`config.mk`:
```
export PLATFORM = sky130hd
export DESIGN_NAME = pairwise_insertion_sorter
export DESIGN_NICKNAME = d
export VERILOG_FILES = /design/src/rtl/psort_pkg.sv /design/src/rtl/pairwise_insertion_sorter.sv /design/src/rtl/psort_mem.sv
export SDC_FILE = /design/constraint.sdc
export NUM_CORES = 2
export LEC_CHECK = 0
export ABC_CLOCK_PERIOD_IN_PS = 15000
export BUFFER_PORTS_ARGS = -buffer_cell sky130_fd_sc_hd__buf_2
export CORE_ASPECT_RATIO = 0.75
export CORE_MARGIN = 4
export CORE_UTILIZATION = 60
export CTS_CLUSTER_DIAMETER = 30
export DETAILED_ROUTE_END_ITERATION = 12
export PLACE_DENSITY = 0.74
export SLEW_MARGIN = 30
export SYNTH_ARGS = -nofsm -noshare
export SYNTH_HDL_FRONTEND = slang
export SYNTH_SLANG_ARGS = --single-unit
```
`constraint.sdc`:
```
create_clock -name clk -period 15 [get_ports clk]
set_input_delay 3.75 -clock clk [delete_from_list [all_inputs] [get_ports clk]]
set_output_delay 3.75 -clock clk [all_outputs]
set_load 0.02 [all_outputs]
```
`src/rtl/psort_pkg.sv`:
```
`default_nettype none

package psort_pkg;

	// Default buffer depth and the width of one value.
	localparam int DEPTH_DEF = 64;
	localparam int VAL_W     = 32;

	// Signed value as it is stored and compared.
	typedef logic signed [VAL_W-1:0] val_t;

endpackage

`default_nettype wire

```
`src/rtl/pairwise_insertion_sorter.sv`:
```
`default_nettype none
// A value is inserted into the sorted buffer as it arrives: written directly into an
// empty buffer, dropped at a full one, else the input stalls while each larger entry is
// shifted up one place, one write per shifted entry, and the value goes into the gap.
// After the item marked last, results leave in order from the buffer read port.
// Reset clears the fill count, the overflow flag and the output register valid;
// the buffer contents are not cleared and need no clearing pass.
module pairwise_insertion_sorter #(
	parameter int DEPTH = psort_pkg::DEPTH_DEF
) (
	input  wire             clk,
	input  wire             arst_n,
	input  wire             in_valid,
	output logic            in_stall,
	input  psort_pkg::val_t value,
	input  wire             last,
	output logic            out_valid,
	input  wire             out_stall,
	output psort_pkg::val_t sorted_value,
	output logic            end_of_run,
	output logic            overflow
);

	localparam int AW = (DEPTH > 1) ? $clog2(DEPTH) : 1;
	localparam int CW = $clog2(DEPTH + 1);

	localparam logic [2:0] ST_IDLE = 3'd0;
	localparam logic [2:0] ST_INS  = 3'd1;
	localparam logic [2:0] ST_WRZ  = 3'd2;
	localparam logic [2:0] ST_ERD  = 3'd3;
	localparam logic [2:0] ST_ELD  = 3'd4;

	logic [2:0]      state_q;
	logic [CW-1:0]   fill_q;
	logic            drop_q;
	logic [AW-1:0]   pos_q;
	logic [AW-1:0]   idx_q;
	psort_pkg::val_t key_q;
	logic            last_q;

	logic            out_valid_q;
	psort_pkg::val_t out_value_q;
	logic            out_end_q;
	logic            out_ovf_q;

	logic            mem_we;
	logic [AW-1:0]   mem_waddr;
	psort_pkg::val_t mem_wdata;
	logic [AW-1:0]   mem_raddr;
	psort_pkg::val_t mem_rdata;

	logic            in_acc;
	logic            out_acc;
	logic            out_free;
	logic            full;
	logic            shift_up;
	logic            run_end;

	psort_mem #(
		.DEPTH(DEPTH)
	) u_mem (
		.clk  (clk),
		.we   (mem_we),
		.waddr(mem_waddr),
		.wdata(mem_wdata),
		.raddr(mem_raddr),
		.rdata(mem_rdata)
	);

	assign in_stall  = (state_q != ST_IDLE);
	assign in_acc    = in_valid && !in_stall;
	assign out_acc   = out_valid_q && !out_stall;
	assign out_free  = !out_valid_q || !out_stall;
	assign full      = (fill_q == CW'(DEPTH));
	assign shift_up  = (mem_rdata > key_q);
	assign run_end   = ((CW'(idx_q) + CW'(1)) == fill_q);

	// Buffer port control: write into an empty buffer, shift the larger entries up and insert the key, or read out.
	always_comb begin
		mem_we    = 1'b0;
		mem_waddr = pos_q;
		mem_wdata = key_q;
		mem_raddr = idx_q;
		unique case (state_q)
			ST_IDLE: begin
				mem_waddr = '0;
				mem_wdata = value;
				mem_raddr = AW'(fill_q - CW'(1));
				mem_we    = in_acc && (fill_q == '0);
			end
			ST_INS: begin
				mem_we    = 1'b1;
				mem_wdata = shift_up ? mem_rdata : key_q;
				mem_raddr = pos_q - AW'(2);
			end
			ST_WRZ: begin
				mem_we    = 1'b1;
				mem_waddr = '0;
			end
			ST_ERD, ST_ELD: begin
				mem_raddr = idx_q;
			end
			default: begin
				mem_raddr = idx_q;
			end
		endcase
	end

	// Sequencer for loading, insertion and read-out.
	always_ff @(posedge clk or negedge arst_n) begin
		if (!arst_n) begin
			state_q <= ST_IDLE;
			fill_q  <= '0;
			drop_q  <= 1'b0;
			pos_q   <= '0;
			idx_q   <= '0;
			last_q  <= 1'b0;
		end else begin
			unique case (state_q)
				ST_IDLE: begin
					if (in_acc) begin
						key_q  <= value;
						last_q <= last;
						idx_q  <= '0;
						if (full) begin
							drop_q <= 1'b1;
							if (last) begin
								state_q <= ST_ERD;
							end
						end else begin
							fill_q <= fill_q + CW'(1);
							pos_q  <= AW'(fill_q);
							if (fill_q != '0) begin
								state_q <= ST_INS;
							end else if (last) begin
								state_q <= ST_ERD;
							end
						end
					end
				end
				ST_INS: begin
					if (shift_up) begin
						pos_q <= pos_q - AW'(1);
						if (pos_q == AW'(1)) begin
							state_q <= ST_WRZ;
						end
					end else begin
						state_q <= last_q ? ST_ERD : ST_IDLE;
					end
				end
				ST_WRZ: begin
					state_q <= last_q ? ST_ERD : ST_IDLE;
				end
				ST_ERD: begin
					if (out_free) begin
						state_q <= ST_ELD;
					end
				end
				ST_ELD: begin
					if (run_end) begin
						fill_q  <= '0;
						drop_q  <= 1'b0;
						state_q <= ST_IDLE;
					end else begin
						idx_q   <= idx_q + AW'(1);
						state_q <= ST_ERD;
					end
				end
				default: begin
					state_q <= ST_IDLE;
				end
			endcase
		end
	end

	// Output register; it holds a result while the next set loads.
	always_ff @(posedge clk or negedge arst_n) begin
		if (!arst_n) begin
			out_valid_q <= 1'b0;
		end else if (state_q == ST_ELD) begin
			out_valid_q <= 1'b1;
		end else if (out_acc) begin
			out_valid_q <= 1'b0;
		end
	end

	always_ff @(posedge clk) begin
		if (state_q == ST_ELD) begin
			out_value_q <= mem_rdata;
			out_end_q   <= run_end;
			out_ovf_q   <= drop_q;
		end
	end

	assign out_valid    = out_valid_q;
	assign sorted_value = out_value_q;
	assign end_of_run   = out_end_q;
	assign overflow     = out_ovf_q;

	// The fill count never passes the buffer depth.
	a_fill_range: assert property (@(posedge clk) disable iff (!arst_n)
		fill_q <= CW'(DEPTH))
		else $error("fill count above depth");

	// A dropped value is only possible with a full buffer.
	a_drop_full: assert property (@(posedge clk) disable iff (!arst_n)
		drop_q |-> full)
		else $error("overflow flag without full buffer");

	// Insertion walks only over stored entries and never reaches entry zero.
	a_ins_pos: assert property (@(posedge clk) disable iff (!arst_n)
		(state_q == ST_INS) |-> (pos_q != '0) && (CW'(pos_q) < fill_q))
		else $error("insertion position out of range");

	// A result is loaded only into an empty output register.
	a_load_free: assert property (@(posedge clk) disable iff (!arst_n)
		(state_q == ST_ELD) |-> !out_valid_q)
		else $error("output register overwritten");

	// The final result of a set empties the buffer and clears the flag.
	a_run_clear: assert property (@(posedge clk) disable iff (!arst_n)
		(state_q == ST_ELD) && run_end |=> (fill_q == '0) && !drop_q)
		else $error("buffer not cleared after the set");

endmodule

`default_nettype wire

```
`src/rtl/psort_mem.sv`:
```
`default_nettype none

// Value buffer: one write port and one read port, with a registered read.
module psort_mem #(
	parameter int DEPTH = psort_pkg::DEPTH_DEF,
	localparam int AW = (DEPTH > 1) ? $clog2(DEPTH) : 1
) (
	input  wire                  clk,
	input  wire                  we,
	input  wire [AW-1:0]         waddr,
	input  psort_pkg::val_t      wdata,
	input  wire [AW-1:0]         raddr,
	output psort_pkg::val_t      rdata
);

	psort_pkg::val_t mem_q [DEPTH];
	psort_pkg::val_t rdata_q;

	// Write port.
	always_ff @(posedge clk) begin
		if (we) begin
			mem_q[waddr] <= wdata;
		end
	end

	// Read port; the data is registered, so it appears in the cycle after the address.
	always_ff @(posedge clk) begin
		rdata_q <= mem_q[raddr];
	end

	assign rdata = rdata_q;

endmodule

`default_nettype wire

```
==> out/summary.md <==
## Logic synthesis
* 0.0115 — share of async-settable or async-resettable flops after synthesis
* 2114 — number of flops mapped to enable cells by yosys
* sky130_fd_sc_hd__edfxtp_1 — Main synth FF type
* 74 — number of distinct library cells after synthesis
* 0.754 — sequential cell area fraction in the yosys report
* sky130_fd_sc_hd__edfxtp_1 — library cell occupying the most area in the post-synthesis netlist
* 0.0859 mm^2 — area of the mapped netlist
* sky130_fd_sc_hd__edfxtp_1, sky130_fd_sc_hd__nand2_1, sky130_fd_sc_hd__nand3_1, sky130_fd_sc_hd__mux2i_1, sky130_fd_sc_hd__a21oi_1 — top cells by area in the synthesized netlist
* 6346 — synthesized netlist net count
* 13.7 um^2 — average cell area after synthesis
* 0 — total of warnings raised by yosys
* 6270 — cell count after synthesis
* 2171 — Synth Register Bits
* 0.739 — fraction of post-synthesis cell area in the top cell type by area

## Detailed routing
* 0 — Post-route DRC
* 10.3k — Detailed Route Iter0 Violations
* 261000 um — wire length reported by the detailed router
* 30.5 um — routed len/inst
* 7 — first-pass iteration count of the detailed router
* 0 — Routed Antenna Nets
* 6.75 — vias per std cell
* 57.8k — Vias

## Setup path
* 2.96 ns — arrival time at the worst endpoint
* simple AND/OR/NAND/NOR gates — critical path's top delay family
* state_q[2]$_DFFE_PN0P_ — beginning of the worst register-to-register path
* output pin — kind of end point of the critical path
* 11.25 ns — required time of the critical path
* sky130_fd_sc_hd__nor3_4 — library cell contributing the largest single delay on the critical path
* register — Startpoint Class
* 22 — worst-path fanout max
* reg2out — critical setup path kind
* 12 — FF-to-FF path depth
* 2 — crit path buf inv count
* 9.17 ns — internal reg-to-reg setup slack
* 0.86 ns — largest stage delay on the critical path
* nor3_4 > inv_1 > buf_2 — ordered cell list for the critical path
* u_mem.rdata[7]$_DFF_P_ — capture point of the worst reg-to-reg path

## STA
* 1.14 ns — Slew @ Worst Pin
* 149 MHz — Max Freq
* 0.0399 ns — clock skew after layout
* 6.71 ns — post-layout minimum cycle time
* 0.447 — share of the cycle needed by the critical path after routing
* 0 — final setup fails
* 0.243 — Worst slew margin
* 0 ns — Post-Route Setup TNS
* 0 — final number of hold-violating endpoints
* 8.29 ns — PnR worst setup slack
* 0 — number of pins exceeding their max-slew limit in the final report
* false — unrepaired setup endpoints after global routing

## Floorplan
* 0.141 mm^2 — core box area
* 0.149 mm^2 — area of the die
* 0.608 — effective utilization at floorplan
* 445 um — Horiz. Die Dim
* 73 — boundary pin count
* 119 — num rows
* 336 um — overall die height

## Clock tree
* 4 — CTS max path bufs
* 5 — CTS H-tree depth
* 0.91 ns — clock latency of the later-clocked register in the worst-skew pair
* 299 — number of CTS-inserted buffers
* 0 — number of cells upsized or downsized after cts
* 2171 — number of sinks handled by clock tree synthesis
* 0.06 ns — Clock Pin Slew Worst Setup and Hold Paths
* 0 — hold bufs inserted after CTS
* 0 — number of setup buffers added after CTS
* yes — clock tree from TritonCTS
* sky130_fd_sc_hd__clkbuf_16 — cell at the root of the clock tree

## Final layout
* 6534 — number of nets in the layout
* 0.706 — share of the core filled with cells in the final layout
* 0.139 — fraction of final layout cells sized beyond drive strength 1
* 8563 — Final Instance Count excl. Fillers
* 16.1% — Layout area overhead

## Place
* 9.21 ns — worst-case setup slack after placement
* 0.906 — Final GP Congestion
* 8030 — instance count after placement with tap cells included
* 72 — total of buffers placed on input and output ports
* 141000 um — sum of net half-perimeters after detailed placement

## Status
* finished clean — run status

## Worst hold path
* 0 — number of cells traversed by the worst hold path
* u_mem.rdata[0]$_DFF_P_ — HP Start
* sorted_value[0]$_DFFE_PP_ — hold worst-path end
* reg2reg — Hold Crit Class

## Run
* 0 — Maximum Capacitance Violations

## Global route
* 156 — largest net degree at the start of global routing
* 16 — initial antenna violation count
* 0 — total congestion overflow
* 0.347 — GRT Util Overall
* 375000 um — wire length of the first global-routing pass
* 55.1k — via count of the first global-routing pass

-- worst reg2reg max path, cell delays in order, from the launching register on --
cell and delay, ns:
sky130_fd_sc_hd__dfrtp_1 0.66, sky130_fd_sc_hd__or2_1 0.64, sky130_fd_sc_hd__o31a_2 0.26, sky130_fd_sc_hd__buf_4 0.47, sky130_fd_sc_hd__buf_12 0.58, sky130_fd_sc_hd__buf_4 0.85
sky130_fd_sc_hd__buf_4 0.79, sky130_fd_sc_hd__nand2_1 0.19, sky130_fd_sc_hd__nand3_1 0.13, sky130_fd_sc_hd__a21oi_1 0.08, sky130_fd_sc_hd__nor3_1 0.35, sky130_fd_sc_hd__o221ai_1 0.51
sky130_fd_sc_hd__nand4_1 0.26
-- state kept, by name (all words and copies together), names as in the netlist, 3 cells and up --
signal	count
pos_q	6
sorted_value	32
idx_q	6
u_mem.rdata	32
key_q	32
fill_q	7
state_q	3
u_mem.mem_q	2048
-- placed cells by master, fill, tap and decap left out, drive strengths merged, types with 5 or more instances in the layout --
| cell type | Yosys | final |
|---|---|---|
| a31oi | 134 | 134 |
| edfxtp | 2114 | 2114 |
| a22oi | 39 | 39 |
| a32oi | 39 | 39 |
| dfrtp | 25 | 25 |
| a311oi | 10 | 10 |
| o221ai | 49 | 49 |
| ha | 39 | 39 |
| and3 | 90 | 90 |
| diode | 0 | 8 |
| nor2 | 166 | 166 |
| nand3 | 639 | 639 |
| xnor2 | 9 | 9 |
| mux2i | 140 | 140 |
| o22ai | 13 | 13 |
| nor4 | 5 | 5 |
| nand4 | 53 | 53 |
| clkbuf | 127 | 337 |
| o21ai | 52 | 52 |
| clkinv | 0 | 76 |
| o31ai | 37 | 37 |
| o211ai | 7 | 7 |
| dfxtp | 32 | 32 |
| bufinv | 0 | 36 |
| a221o | 7 | 7 |
| nor3 | 82 | 82 |
| buf | 260 | 274 |
| inv | 47 | 93 |
| mux4 | 35 | 35 |
| clkinvlp | 0 | 28 |
| a21oi | 220 | 220 |
| xor2 | 7 | 7 |
| nand2 | 1675 | 1675 |
| a221oi | 28 | 28 |
| or3 | 5 | 5 |
| a32o | 28 | 28 |
-- synth_stat cells (4+ instances only) --
cell type                  number
sky130_fd_sc_hd__o22ai_1       13
sky130_fd_sc_hd__o21ai_0       46
sky130_fd_sc_hd__a32oi_1       39
sky130_fd_sc_hd__nor2b_1        4
sky130_fd_sc_hd__o21a_1         4
sky130_fd_sc_hd__nor2_1       162
sky130_fd_sc_hd__a32o_1        28
sky130_fd_sc_hd__a311o_1        4
sky130_fd_sc_hd__mux2i_1      140
sky130_fd_sc_hd__xnor2_1        9
sky130_fd_sc_hd__o221ai_1      49
sky130_fd_sc_hd__nor4_1         5
sky130_fd_sc_hd__nand4_1       53
sky130_fd_sc_hd__a221o_1        7
sky130_fd_sc_hd__a21oi_1      220
sky130_fd_sc_hd__clkbuf_1     126
sky130_fd_sc_hd__nand2_1     1675
sky130_fd_sc_hd__buf_4         20
sky130_fd_sc_hd__and3_1        90
sky130_fd_sc_hd__a22oi_1       39
sky130_fd_sc_hd__nor3_1        81
sky130_fd_sc_hd__xor2_1         7
sky130_fd_sc_hd__o21ai_1        5
sky130_fd_sc_hd__buf_1         39
sky130_fd_sc_hd__or4_1          4
sky130_fd_sc_hd__o31ai_1       35
sky130_fd_sc_hd__or3_1          5
sky130_fd_sc_hd__o211ai_1       7
sky130_fd_sc_hd__a31oi_1      134
sky130_fd_sc_hd__dfrtp_1       25
sky130_fd_sc_hd__a221oi_1      27
sky130_fd_sc_hd__nor2_2         4
sky130_fd_sc_hd__edfxtp_1    2114
sky130_fd_sc_hd__dfxtp_1       32
sky130_fd_sc_hd__a311oi_1      10
sky130_fd_sc_hd__mux4_2        35
sky130_fd_sc_hd__inv_1         47
sky130_fd_sc_hd__buf_2        201
sky130_fd_sc_hd__ha_1          39
sky130_fd_sc_hd__nand3_1      639
-- through the flow --
step | area, um^2 | hold WS [ns]
floorplan | 85900 | 0.408
global placement | 89400 | 0.452
detailed placement | 89600 | 0.447
CTS | 99600 | 0.458
global route | 99700 | 0.459
finish | 99700 | 0.453
-- logic make-up after synthesis --
group,count (synthesis),share of synthesized area
AO/OA/AOI/OAI,693,0.0543
buffers and inverters,434,0.0228
adder cells (fa/ha/maj),39,0.00568
flip-flops,2171,0.754
XOR/XNOR,16,0.00163
multiplexers,176,0.0256
AND/OR/NAND/NOR,2741,0.136
-- area by class of cell --
class	instances	area, um^2
tap	1875	2350
sequential	2171	64700
clock buffer	337	7820
fill	8685	41600
timing repair buffer	274	2100
clock inverter	186	2180
antenna	8	20.0
inverter	47	176
multi-input combinational	3665	20300
-- layer usage --
| layer | part of all wire | GRT usage | vias to the layer above | routed length, um |
|---|---|---|---|---|
| met5 | 0.00021 | 0 | - | 54 |
| met4 | 0.054 | 0.174 | 8 | 14200 |
| met1 | 0.35 | 0.480 | 28100 | 91900 |
| met2 | 0.43 | 0.500 | 4982 | 113000 |
| li1 | - | - | 23800 | - |
| met3 | 0.16 | 0.114 | 864 | 41800 |
-- worst max path at each step --
stage | from | end | cells past startpoint
after global placement | state_q[2]$_DFFE_PN0P_ | u_mem.rdata[29]$_DFF_P_ | 10
after floorplan | in_valid | u_mem.mem_q[24][0]$_DFFE_PP_ | 4
after global routing | state_q[0]$_DFFE_PN0P_ | in_stall | 3
after CTS | state_q[0]$_DFFE_PN0P_ | in_stall | 3
after detailed placement | state_q[2]$_DFFE_PN0P_ | u_mem.rdata[7]$_DFF_P_ | 12
final | state_q[0]$_DFFE_PN0P_ | in_stall | 3
Power is left out: the tool's default activity adds up to more than one toggle a clock period on the data nets, which glitch-free logic cannot reach.
